File: config.mk
export PLATFORM = sky130hd
export DESIGN_NAME = rrcb_sqrt_cell
export DESIGN_NICKNAME = d
export VERILOG_FILES = /design/src/rtl/rrcb_sqrt_cell.sv
export SDC_FILE = /design/constraint.sdc
export NUM_CORES = 1
export LEC_CHECK = 0
export ABC_AREA = 1
export BUFFER_PORTS_ARGS = -buffer_cell sky130_fd_sc_hd__clkbuf_2
export CORE_MARGIN = 2
export CORE_UTILIZATION = 40
export DETAILED_ROUTE_END_ITERATION = 7
export GPL_ROUTABILITY_DRIVEN = 0
export PLACE_DENSITY = 0.6
export SLEW_MARGIN = 30
export SYNTH_ARGS = -nofsm -noshare
export SYNTH_HDL_FRONTEND = slang
export SYNTH_SLANG_ARGS = --single-unit
File: constraint.sdc
create_clock -name clk -period 3.6 [get_ports clk]
set_clock_uncertainty 0.2 [all_clocks]
set_input_delay 0.18 -clock clk [delete_from_list [all_inputs] [get_ports clk]]
set_output_delay 0.18 -clock clk [all_outputs]
set_load 0.01 [all_outputs]
File: src/rtl/rrcb_sqrt_cell.sv
module rrcb_sqrt_cell #(
  parameter int W       = 44,
  parameter int BIT_POS = 0,
  parameter int SBW     = 1
) (
  input  logic           clk,
  input  logic           rst,
  input  logic           en,
  input  logic           in_valid,
  input  logic [W-1:0]   in_rem,
  input  logic [W-1:0]   in_root,
  input  logic [SBW-1:0] in_side,
  output logic           out_valid,
  output logic [W-1:0]   out_rem,
  output logic [W-1:0]   out_root,
  output logic [SBW-1:0] out_side
);

  localparam logic [W-1:0] BIT = W'(1) << (2 * BIT_POS);

  logic [W-1:0] trial;
  logic         take;

  assign trial = in_root + BIT;
  assign take  = in_rem >= trial;

  always_ff @(posedge clk) begin
    if (rst) begin
      out_valid <= 1'b0;
    end else if (en) begin
      out_valid <= in_valid;
    end
  end

  always_ff @(posedge clk) begin
    if (en) begin
      out_rem  <= take ? in_rem - trial : in_rem;
      out_root <= take ? (in_root >> 1) + BIT : in_root >> 1;
      out_side <= in_side;
    end
  end

endmodule

==> impl_metrics.toml <==
[outcome]
outcome = "finished, final reports clean"

[clock_network]
cts_sinks = 90
numCtsBuffers = 9
insertion_delay_ns = 0.36
cts.htree.levels = 3
cts_tree = "built"
cts_buffer_depth = 2
root_buffer = "clkbuf_16"
cts.clk_slew.worst_paths_ns = 0.07

[synth]
ys_warn_count = 0
synth_seq_cells = 90
synth_nets = 1600
yosys.area.top_type = "edfxtp_1"
async_flop_share_pct = 0
ys.flop_type = "edfxtp_1"
avgSynthCellArea_um2 = 6.36
yosys.area.top_type_share_pct = 28.8
synth_cells = 1460
synth_edf_count = 89
synthMostInstantiatedCell = "nand2_1"
seq_area_frac_synth_pct = 29.0
synth_area_leaders = "edfxtp_1 (29%), nand2_1 (24%), inv_1 (9.4%), xor2_1 (8.9%), ha_1 (6.2%)"
synthDistinctLibCells = 37
ys_top_cells_by_count = "nand2_1 (594), inv_1 (232), nor2_1 (133)"
netlist_area_um2 = 9290

[pwr]
peakVddDrop_mv = 0.201
combPwrFrac_pct = 41.6
p_int_mw = 2.50
p_per_area_nw_per_um2 = 304
power_frac_clock_pct = 24.1
sequentialPowerShare_pct = 34.3
netSwitchingFraction_pct = 37.6
power_leakage_nw = 6.93
p_switching_mw = 1.50

[placed_design]
place_ws_ns = -0.251
dp_hpwl_um = 29300
port_buffers = 182
place_inst = 2116
dpl-instance-area_um2 = 12000

[floorplan]
placementRows = 55
initial_utilization_pct = 40.9
die_h_um = 156
design.die.area_um2 = 24500
die_x_um = 156
floorplan.io_pins = 183
core_um2 = 22700

[detailed_routing]
dr.first_iter.drc_count = 967
drc = 0
dr.pass1.iters = 6
vias = 10900
wirelength_um = 37000
wl_per_cell_um = 16.9
antenna_left = 0
post_drt_via_cell_ratio = 4.98

[worst_setup_path]
crit_path_end_kind = "register"
critPathKind = "in -> reg"
cp.required_ns = 3.52
path_max_fanout = 19
worst-endpoint-arrival_ns = 3.43
start_kind = "input pin"
ff2ff_setup_slack_ns = 2.26

[hold_path]
hp-class = "in -> reg"

[finish]
final_cell_area_um2 = 13200
finish.utilization_pct = 58.0
antenna_cells = 0
final.fill_count = 2201
area_delta_synth_final_pct = 41.9
drive_gt1_share_pct = 25.6
nets = 2036
instances_no_fill = 2186

[sta]
slew_viol_final = 0
hold_violations = 0
max-slew-margin-rel_pct = 52.8
finalCritPeriodShare_pct = 97.6
setup_viol = 0
worst_slack_ns = 0.0859
worst_pin_slew_ns = 0.708
max_freq_mhz = 285
period_minus_slack_ns = 3.51

[grt]
grt_pass1_vias = 10100
track_usage_pct = 28.9
grt_start_max_net_pins = 50
antenna_found_initial = 0
grt_pass1_wl_um = 53400
overflow = 0

[job]
max_cap_viol_count = 0
## layer usage
metal	share of wire, %	routed length (µm)	GRT usage, %
met1	42	15500	38.1
met2	47	17300	49.7
met4	3.7	1380	10.0
met5	0	0	0
met3	7.7	2830	2.52
## registers in the layout (all words and copies together) (netlist names)
| register | flops |
|---|---|
| out_side | 1 |
| out_valid | 1 |
| out_root | 44 |
| out_rem | 44 |
## per-stage QoR
| stage | setup TNS (ns) | hold WS, ns | total power [mW] |
|---|---|---|---|
| after floorplan | 0 | 0.0524 | 2.23 |
| after global placement | -16.80 | 0.138 | 2.89 |
| after detailed placement | -16.62 | 0.141 | 2.90 |
| after CTS | 0 | 0.00259 | 3.91 |
| after global routing | -0.574 | 0.0218 | 4.22 |
| final | 0 | 0.00394 | 4.01 |
## path summary, 6_finish.rpt
| path | startpoint | end | cells past startpoint |
|---|---|---|---|
| setup / recovery | in_root[29] | out_rem[20]$_DFFE_PP_ | 23 |
| hold reg to reg | out_valid$_SDFFE_PP0P_ | out_valid$_SDFFE_PP0P_ | 3 |
| hold / removal | in_root[39] | out_root[38]$_DFFE_PP_ | 3 |
| setup reg to reg | out_valid$_SDFFE_PP0P_ | out_valid$_SDFFE_PP0P_ | 3 |
## power groups by stage
| stage | Combinational, mW | Sequential [mW] | Clock [mW] |
|---|---|---|---|
| 2_1_floorplan | 0.762 | 1.47 | 0 |
| 3_5_place_dp | 1.50 | 1.40 | 0 |
| 4_1_cts | 1.55 | 1.38 | 0.980 |
| 5_1_grt | 1.82 | 1.39 | 1.01 |
| 3_3_place_gp | 1.49 | 1.40 | 0 |
| 6_report | 1.66 | 1.38 | 0.966 |
## critical path, stage by stage
cell and delay [ns]:
clkbuf_2 0.11, inv_1 0.07, nor3_1 0.31, buf_4 0.17, nand2_1 0.07, buf_4 0.14, nor2_1 0.15, nand2_1 0.09
xor2_1 0.33, ha_1 0.35, nand2_2 0.13, inv_1 0.05, nand2_1 0.06, nand2_1 0.09, nand2_1 0.10, nand2_1 0.07
nand2_1 0.08, nand3_2 0.10, nor2_4 0.22, nand2_8 0.18, clkbuf_16 0.23, nand2_1 0.09, nand2_1 0.05
## cell usage in the layout, fill, tap and decap left out, types with 10 or more instances in the layout
master,Yosys,layout
xor2_1,94,91
nand3_1,71,67
o21ai_1,9,10
edfxtp_1,89,89
nand4_1,15,15
nor3_1,26,17
inv_1,232,229
nand2_1,594,590
o21ai_0,34,33
nor2_1,133,110
ha_1,46,45
o21bai_1,10,10
clkbuf_2,1,180
buf_4,0,206
dlygate4sd3_1,0,46
nor2_2,4,21
a21oi_1,36,36
clkbuf_16,0,15
nand3_2,10,14
## cells by family after synthesis
logic type,after synthesis,share of synthesized area [%]
and+or+nand+nor,875,38.6
buffers and inverters,256,11.2
xor gates and xnor gates,101,9.52
AOI/OAI and AO/OA,90,5.15
DFF,90,29.0
adders and majority gates,47,6.41
muxes,1,0.108
## area by class of cell
cell class	instances	area, µm²	area share (%)
Multi-Input combinational cell	1115	5770	43.8
Timing Repair Buffer	445	3170	24.1
Sequential cell	90	2690	20.4
Inverter	235	895	6.79
Tap cell	285	357	2.71
Clock buffer	9	225	1.71
Clock inverter	7	62.6	0.475
## what timing repair did
action,in CTS,in global routing
hold buffers,45,1
endpoints found under the hold margin,44,1
setup buffers,0,1
resized for setup,0,66
endpoints found under the setup margin,0,88
(Power assumes the default switching activity.)
