## src/rtl/rrcb_pkg.sv

```systemverilog
package rrcb_pkg;

  localparam int MAX_DIM_DEF   = 2048;
  localparam int FRAC_BITS_DEF = 8;

  localparam int CFG_W     = 32;
  localparam int CFG_IDX_W = 3;

  typedef enum logic [CFG_IDX_W-1:0] {
    REG_RECT_WIDTH    = 3'd0,
    REG_RECT_HEIGHT   = 3'd1,
    REG_RADIUS_TL     = 3'd2,
    REG_RADIUS_TR     = 3'd3,
    REG_RADIUS_BL     = 3'd4,
    REG_RADIUS_BR     = 3'd5,
    REG_FILL_COLOR    = 3'd6
  } cfg_reg_t;

  localparam logic [11:0] RESET_DIM = 12'd64;

  typedef struct packed {
    logic [10:0] pixel_x;
    logic [10:0] pixel_y;
    logic [7:0]  dst_red;
    logic [7:0]  dst_green;
    logic [7:0]  dst_blue;
  } pixel_t;

  typedef struct packed {
    logic [7:0] out_red;
    logic [7:0] out_green;
    logic [7:0] out_blue;
    logic       covered;
    logic [8:0] coverage;
  } result_t;

  typedef struct packed {
    logic [7:0] red;
    logic [7:0] green;
    logic [7:0] blue;
  } rgb_t;

endpackage

```

## src/rtl/rrcb_blend.sv

```systemverilog
module rrcb_blend #(
  parameter int FRAC_BITS = rrcb_pkg::FRAC_BITS_DEF,
  parameter int RW        = 22,
  parameter int R2W       = 12
) (
  input  logic              clk,
  input  logic              rst,
  input  logic              en,
  input  logic              in_valid,
  input  logic              in_hit,
  input  logic [R2W-1:0]    in_r2,
  input  logic [RW-1:0]     in_dist,
  input  rrcb_pkg::rgb_t    in_dst,
  input  logic [31:0]       fill_color,
  output logic              out_valid,
  output rrcb_pkg::result_t out_item
);

  localparam int CMPW = ((RW > R2W + FRAC_BITS) ? RW : R2W + FRAC_BITS) + 1;
  localparam int COVW = FRAC_BITS + 9;
  localparam int SH_L = (FRAC_BITS < 8) ? 8 - FRAC_BITS : 0;
  localparam int SH_R = (FRAC_BITS < 8) ? 0 : FRAC_BITS - 8;
  localparam logic [FRAC_BITS:0] COV_ONE = (FRAC_BITS + 1)'(1) << FRAC_BITS;
  localparam logic [15:0] FULL_ALPHA = 16'd65280;

  function automatic logic [7:0] div_full_alpha(input logic [23:0] num);
    logic [15:0] n;
    logic [24:0] p;
    logic [7:0]  q0;
    logic [16:0] rem;
    n   = num[23:8];
    p   = {1'b0, n, 8'b0} + 25'(n);
    q0  = 8'(p >> 16);
    rem = 17'(n) - ({1'b0, q0, 8'b0} - 17'(q0));
    return (rem >= 17'd255) ? q0 + 8'd1 : q0;
  endfunction

  logic signed [CMPW-1:0] rf, rm1, dist_s, diff;
  logic [FRAC_BITS:0]     cov_f;
  logic [COVW-1:0]        cov_wide;
  logic [8:0]             cov256;

  assign rf       = $signed(CMPW'(in_r2) << (FRAC_BITS - 1));
  assign rm1      = rf - $signed(CMPW'(1) << FRAC_BITS);
  assign dist_s   = $signed(CMPW'(in_dist));
  assign diff     = rf - dist_s;

  always_comb begin
    if (!in_hit) begin
      cov_f = COV_ONE;
    end else if (dist_s > rf) begin
      cov_f = '0;
    end else if (dist_s <= rm1) begin
      cov_f = COV_ONE;
    end else begin
      cov_f = (FRAC_BITS + 1)'(diff);
    end
  end

  assign cov_wide = COVW'(cov_f) << SH_L;
  assign cov256   = 9'(cov_wide >> SH_R);

  // coverage stage
  logic           c_valid;
  logic [8:0]     c_cov;
  rrcb_pkg::rgb_t c_dst;
  // alpha stage
  logic           m_valid;
  logic [8:0]     m_cov;
  logic [15:0]    m_a;
  rrcb_pkg::rgb_t m_dst;
  // numerator stage
  logic           n_valid;
  logic [8:0]     n_cov;
  logic [23:0]    n_num [3];
  rrcb_pkg::rgb_t n_dst;

  logic [7:0]  fc [3];
  logic [7:0]  dc [3];
  logic [15:0] ia;

  assign fc[0] = fill_color[23:16];
  assign fc[1] = fill_color[15:8];
  assign fc[2] = fill_color[7:0];
  assign dc[0] = m_dst.red;
  assign dc[1] = m_dst.green;
  assign dc[2] = m_dst.blue;
  assign ia    = FULL_ALPHA - m_a;

  always_ff @(posedge clk) begin
    if (rst) begin
      c_valid   <= 1'b0;
      m_valid   <= 1'b0;
      n_valid   <= 1'b0;
      out_valid <= 1'b0;
    end else if (en) begin
      c_valid   <= in_valid;
      m_valid   <= c_valid;
      n_valid   <= m_valid;
      out_valid <= n_valid;
    end
  end

  always_ff @(posedge clk) begin
    if (en) begin
      c_cov <= cov256;
      c_dst <= in_dst;

      m_cov <= c_cov;
      m_dst <= c_dst;
      m_a   <= 16'({9'b0, fill_color[31:24]} * {8'b0, c_cov});

      n_cov <= m_cov;
      n_dst <= m_dst;
      for (int i = 0; i < 3; i++) begin
        n_num[i] <= 24'({16'b0, fc[i]} * {8'b0, m_a}) + 24'({16'b0, dc[i]} * {8'b0, ia});
      end

      if (n_cov != 9'd0) begin
        out_item.out_red   <= div_full_alpha(n_num[0]);
        out_item.out_green <= div_full_alpha(n_num[1]);
        out_item.out_blue  <= div_full_alpha(n_num[2]);
        out_item.covered   <= 1'b1;
        out_item.coverage  <= n_cov;
      end else begin
        out_item.out_red   <= n_dst.red;
        out_item.out_green <= n_dst.green;
        out_item.out_blue  <= n_dst.blue;
        out_item.covered   <= 1'b0;
        out_item.coverage  <= 9'd0;
      end
    end
  end

endmodule

```

## config.mk

```make
export PLATFORM = sky130hd
export DESIGN_NAME = rrcb_blend
export DESIGN_NICKNAME = d
export VERILOG_FILES = /design/src/rtl/rrcb_pkg.sv /design/src/rtl/rrcb_blend.sv
export SDC_FILE = /design/constraint.sdc
export NUM_CORES = 2
export LEC_CHECK = 0
export ABC_AREA = 1
export BUFFER_PORTS_ARGS = -buffer_cell sky130_fd_sc_hd__buf_2
export CAP_MARGIN = 10
export CORE_ASPECT_RATIO = 0.6
export CORE_MARGIN = 5
export CORE_UTILIZATION = 60
export CTS_BUF_LIST = sky130_fd_sc_hd__clkbuf_4
export DETAILED_ROUTE_END_ITERATION = 12
export HOLD_SLACK_MARGIN = 0.1
export PLACE_DENSITY_LB_ADDON = 0.1
export SETUP_SLACK_MARGIN = 0.2
export SYNTH_ARGS = -nofsm -noshare
export SYNTH_HDL_FRONTEND = slang
export SYNTH_SLANG_ARGS = --single-unit
```

## constraint.sdc

```tcl
create_clock -name clk -period 7 [get_ports clk]
set_clock_uncertainty 0.05 [all_clocks]
set_input_delay 1.05 -clock clk [delete_from_list [all_inputs] [get_ports clk]]
set_output_delay 1.05 -clock clk [all_outputs]
set_load 0.005 [all_outputs]
```

==> out/results.tsv <==
stage	metric	value	unit
status	status	complete, no violations	
timing	min_period_over_period	0.9692	
routing	via_per_inst	5.343	
clocking	cts_root_buffer	clkbuf_4	
timing	setup_ws	0.2159	ns
final_layout	instances_no_fill	5887	
routing	wirelength	108.5	mm
hold_path	holdPathStages	1	
final_layout	finalInstanceArea	43150	um^2
critical_path	reg2reg_depth	28	
critical_path	crit_buf_inv	6	
global_route	first_global_vias	31170	
yosys	synthesis.nets	5991	
critical_path	crit_arrival	7.31	ns
yosys	ys.flop_type	edfxtp_1	
global_route	grt_max_degree	80	
timing	finalSetupViolCount	0	
clocking	clock_path_buffers	3	
critical_path	crit_cells	28	
clocking	cts_tree	built	
clocking	numCtsBuffers	54	
yosys	synth_async_sr_flop_share	0	
routing	antenna_left	0	
global_route	grt_pass1_wl	171.8	mm
critical_path	start_kind	flop	
die	die_h	208.5	um
critical_path	cp_common_cell	fa_1	
yosys	syn_avg_cell_area	8.127	um^2
timing	fmax	147.4	MHz
timing	slew_headroom	0.2646	
critical_path	end_kind	flop	
yosys	yosysTopAreaCell	fa_1	
global_route	antenna_found_initial	5	
final_layout	area_growth	9.490	%
clocking	clk_latency	0.88	ns
clocking	cts_num_sinks	201	
die	die_area	71070	um^2
clocking	h-tree-depth	2	
die	die_x	340.9	um
yosys	synth_most_common_cell	inv_1	
timing	timing.hold.ws	0.2951	ns
routing	drt_iter0_markers	2833	
die	row_count	72	
timing	hold_viol	0	
die	ios	130	
yosys	seq_area_frac_synth	0.1521	
final_layout	drive_gt1_frac	0.1101	
place	place_congestion	0.9665	
die	start_util	0.6084	
yosys	synth.area.top_cells	fa_1, edfxtp_1, ha_1	
critical_path	crit_required	7.53	ns
yosys	synth.top_cells.by_count	inv_1, nand2_1, fa_1	
clocking	clkTransAtPathRegs	0.10	ns
global_route	grt_usage	0.3099	
routing	drc	0	
timing	finalCriticalPeriod	6.784	ns
timing	worst_pin_slew	1.103	ns
critical_path	cp_max_fo	5	
routing	wl_per_cell	18.42	um
yosys	synth_top_area_frac	0.3363	
final_layout	nNetsFinal	6134	
critical_path	cp_top_family	adder cells	
critical_path	worstSetupPathType	flop to flop	
place	dpl_worst_slack	0.06628	ns
yosys	ys_ff_latch	201	
timing	rsz0062_at_grt	true	
yosys	synth_edf_count	197	
place	place_inst	5757	
yosys	ys_types	56	
global_route	grt.overflow.total	0	
place	dpl.hpwl	88.68	mm
place	port_buffers	129	
place	place_area	41250	um^2
yosys	netlist_instances	4849	
flow_run	cap_violations	0	
die	core	64770	um^2
timing	drv_slew	0	
critical_path	crit_slowest_cell	fa_1	
routing	dr.pass1.iters	6	
routing	route.vias.total	31450	
yosys	ys_warn_count	0	
yosys	syn-cell-area	39410	um^2
hold_path	hp-class	input pin to flop	
critical_path	slowest_delay	0.58	ns
routing by layer:
layer | global-route usage | part of all wire
met2 | 0.4117 | 0.38
met5 | 0 | 0.00082
met1 | 0.4759 | 0.45
met3 | 0.1276 | 0.14
met4 | 0.05920 | 0.019
worst paths after layout:
path,endpoint,from,slack [ns]
hold reg to reg,dc[18],c_dst[18],0.37
hold / removal,c_dst[0],in_dst[0],0.30
setup reg to reg,n_num[0][16],m_a[0],0.22
setup / recovery,n_num[0][16],m_a[0],0.22
stage by stage:
stage	utilization	TNS, ns
global placement	0.6368	0
detailed placement	0.6368	0
global route	0.6661	-0.02128
floorplan	-	0
finish	0.6661	0
CTS	0.6494	0
registers in the layout (all words and copies together), names as in the netlist:
name       cells
out_valid      1
n_cov          9
m_a           16
c_cov          9
m_valid        1
n_valid        1
n_num         48
c_valid        1
m_cov          9
n_dst         24
c_dst         24
out_item      34
dc            24
cell type report:
cell class                 instances  area (um^2)
multi-input combinational       3218        28780
inverter                        1250         4721
sequential                       201         5996
antenna                            2        5.005
clock buffer                      69        518.0
tap                              851         1065
timing repair buffer             267         1805
fill                            5457        21620
clock inverter                    29        261.5
worst reg2reg max path, delay by kind of cell (launching register included):
family	cells	cell delay (ns)
adders and majority gates	8	3.45
and+or+nand+nor	8	0.97
AOI/OAI and AO/OA	5	0.77
buffers and inverters	6	0.65
DFF	1	0.44
xor gates and xnor gates	1	0.18
kinds of logic after synthesis:
group	share of synthesized area
XOR/XNOR	0.03086
AO/OA/AOI/OAI	0.03553
AND/OR/NAND/NOR	0.1856
buffers and inverters	0.1373
adder cells (fa/ha/maj)	0.4585
flip-flops	0.1521
what timing repair did:
action,in CTS,in global routing
hold buffers,0,0
pin swaps,2,80
gates resized for setup,7,220
endpoints found under the setup margin,18,37
gates cloned,0,1
setup buffers,2,27
endpoints found under the hold margin,0,0
cell usage in the layout, fill, tap and decap left out, drive strengths merged, types with 6 or more instances in the layout:
cell type,n
a21oi,145
edfxtp,197
or2,9
clkbuf,69
fa,662
nand3,110
xnor2,53
nand3b,20
xor2,82
a21boi,7
ha,385
inv,1249
nand4,57
a21o,6
o21bai,8
nor3,31
nor2,353
nand2,1185
buf,267
o21ai,58
clkinv,24
Power is left out: the tool's default activity adds up to more than one toggle a clock period on the data nets, which glitch-free logic cannot reach.
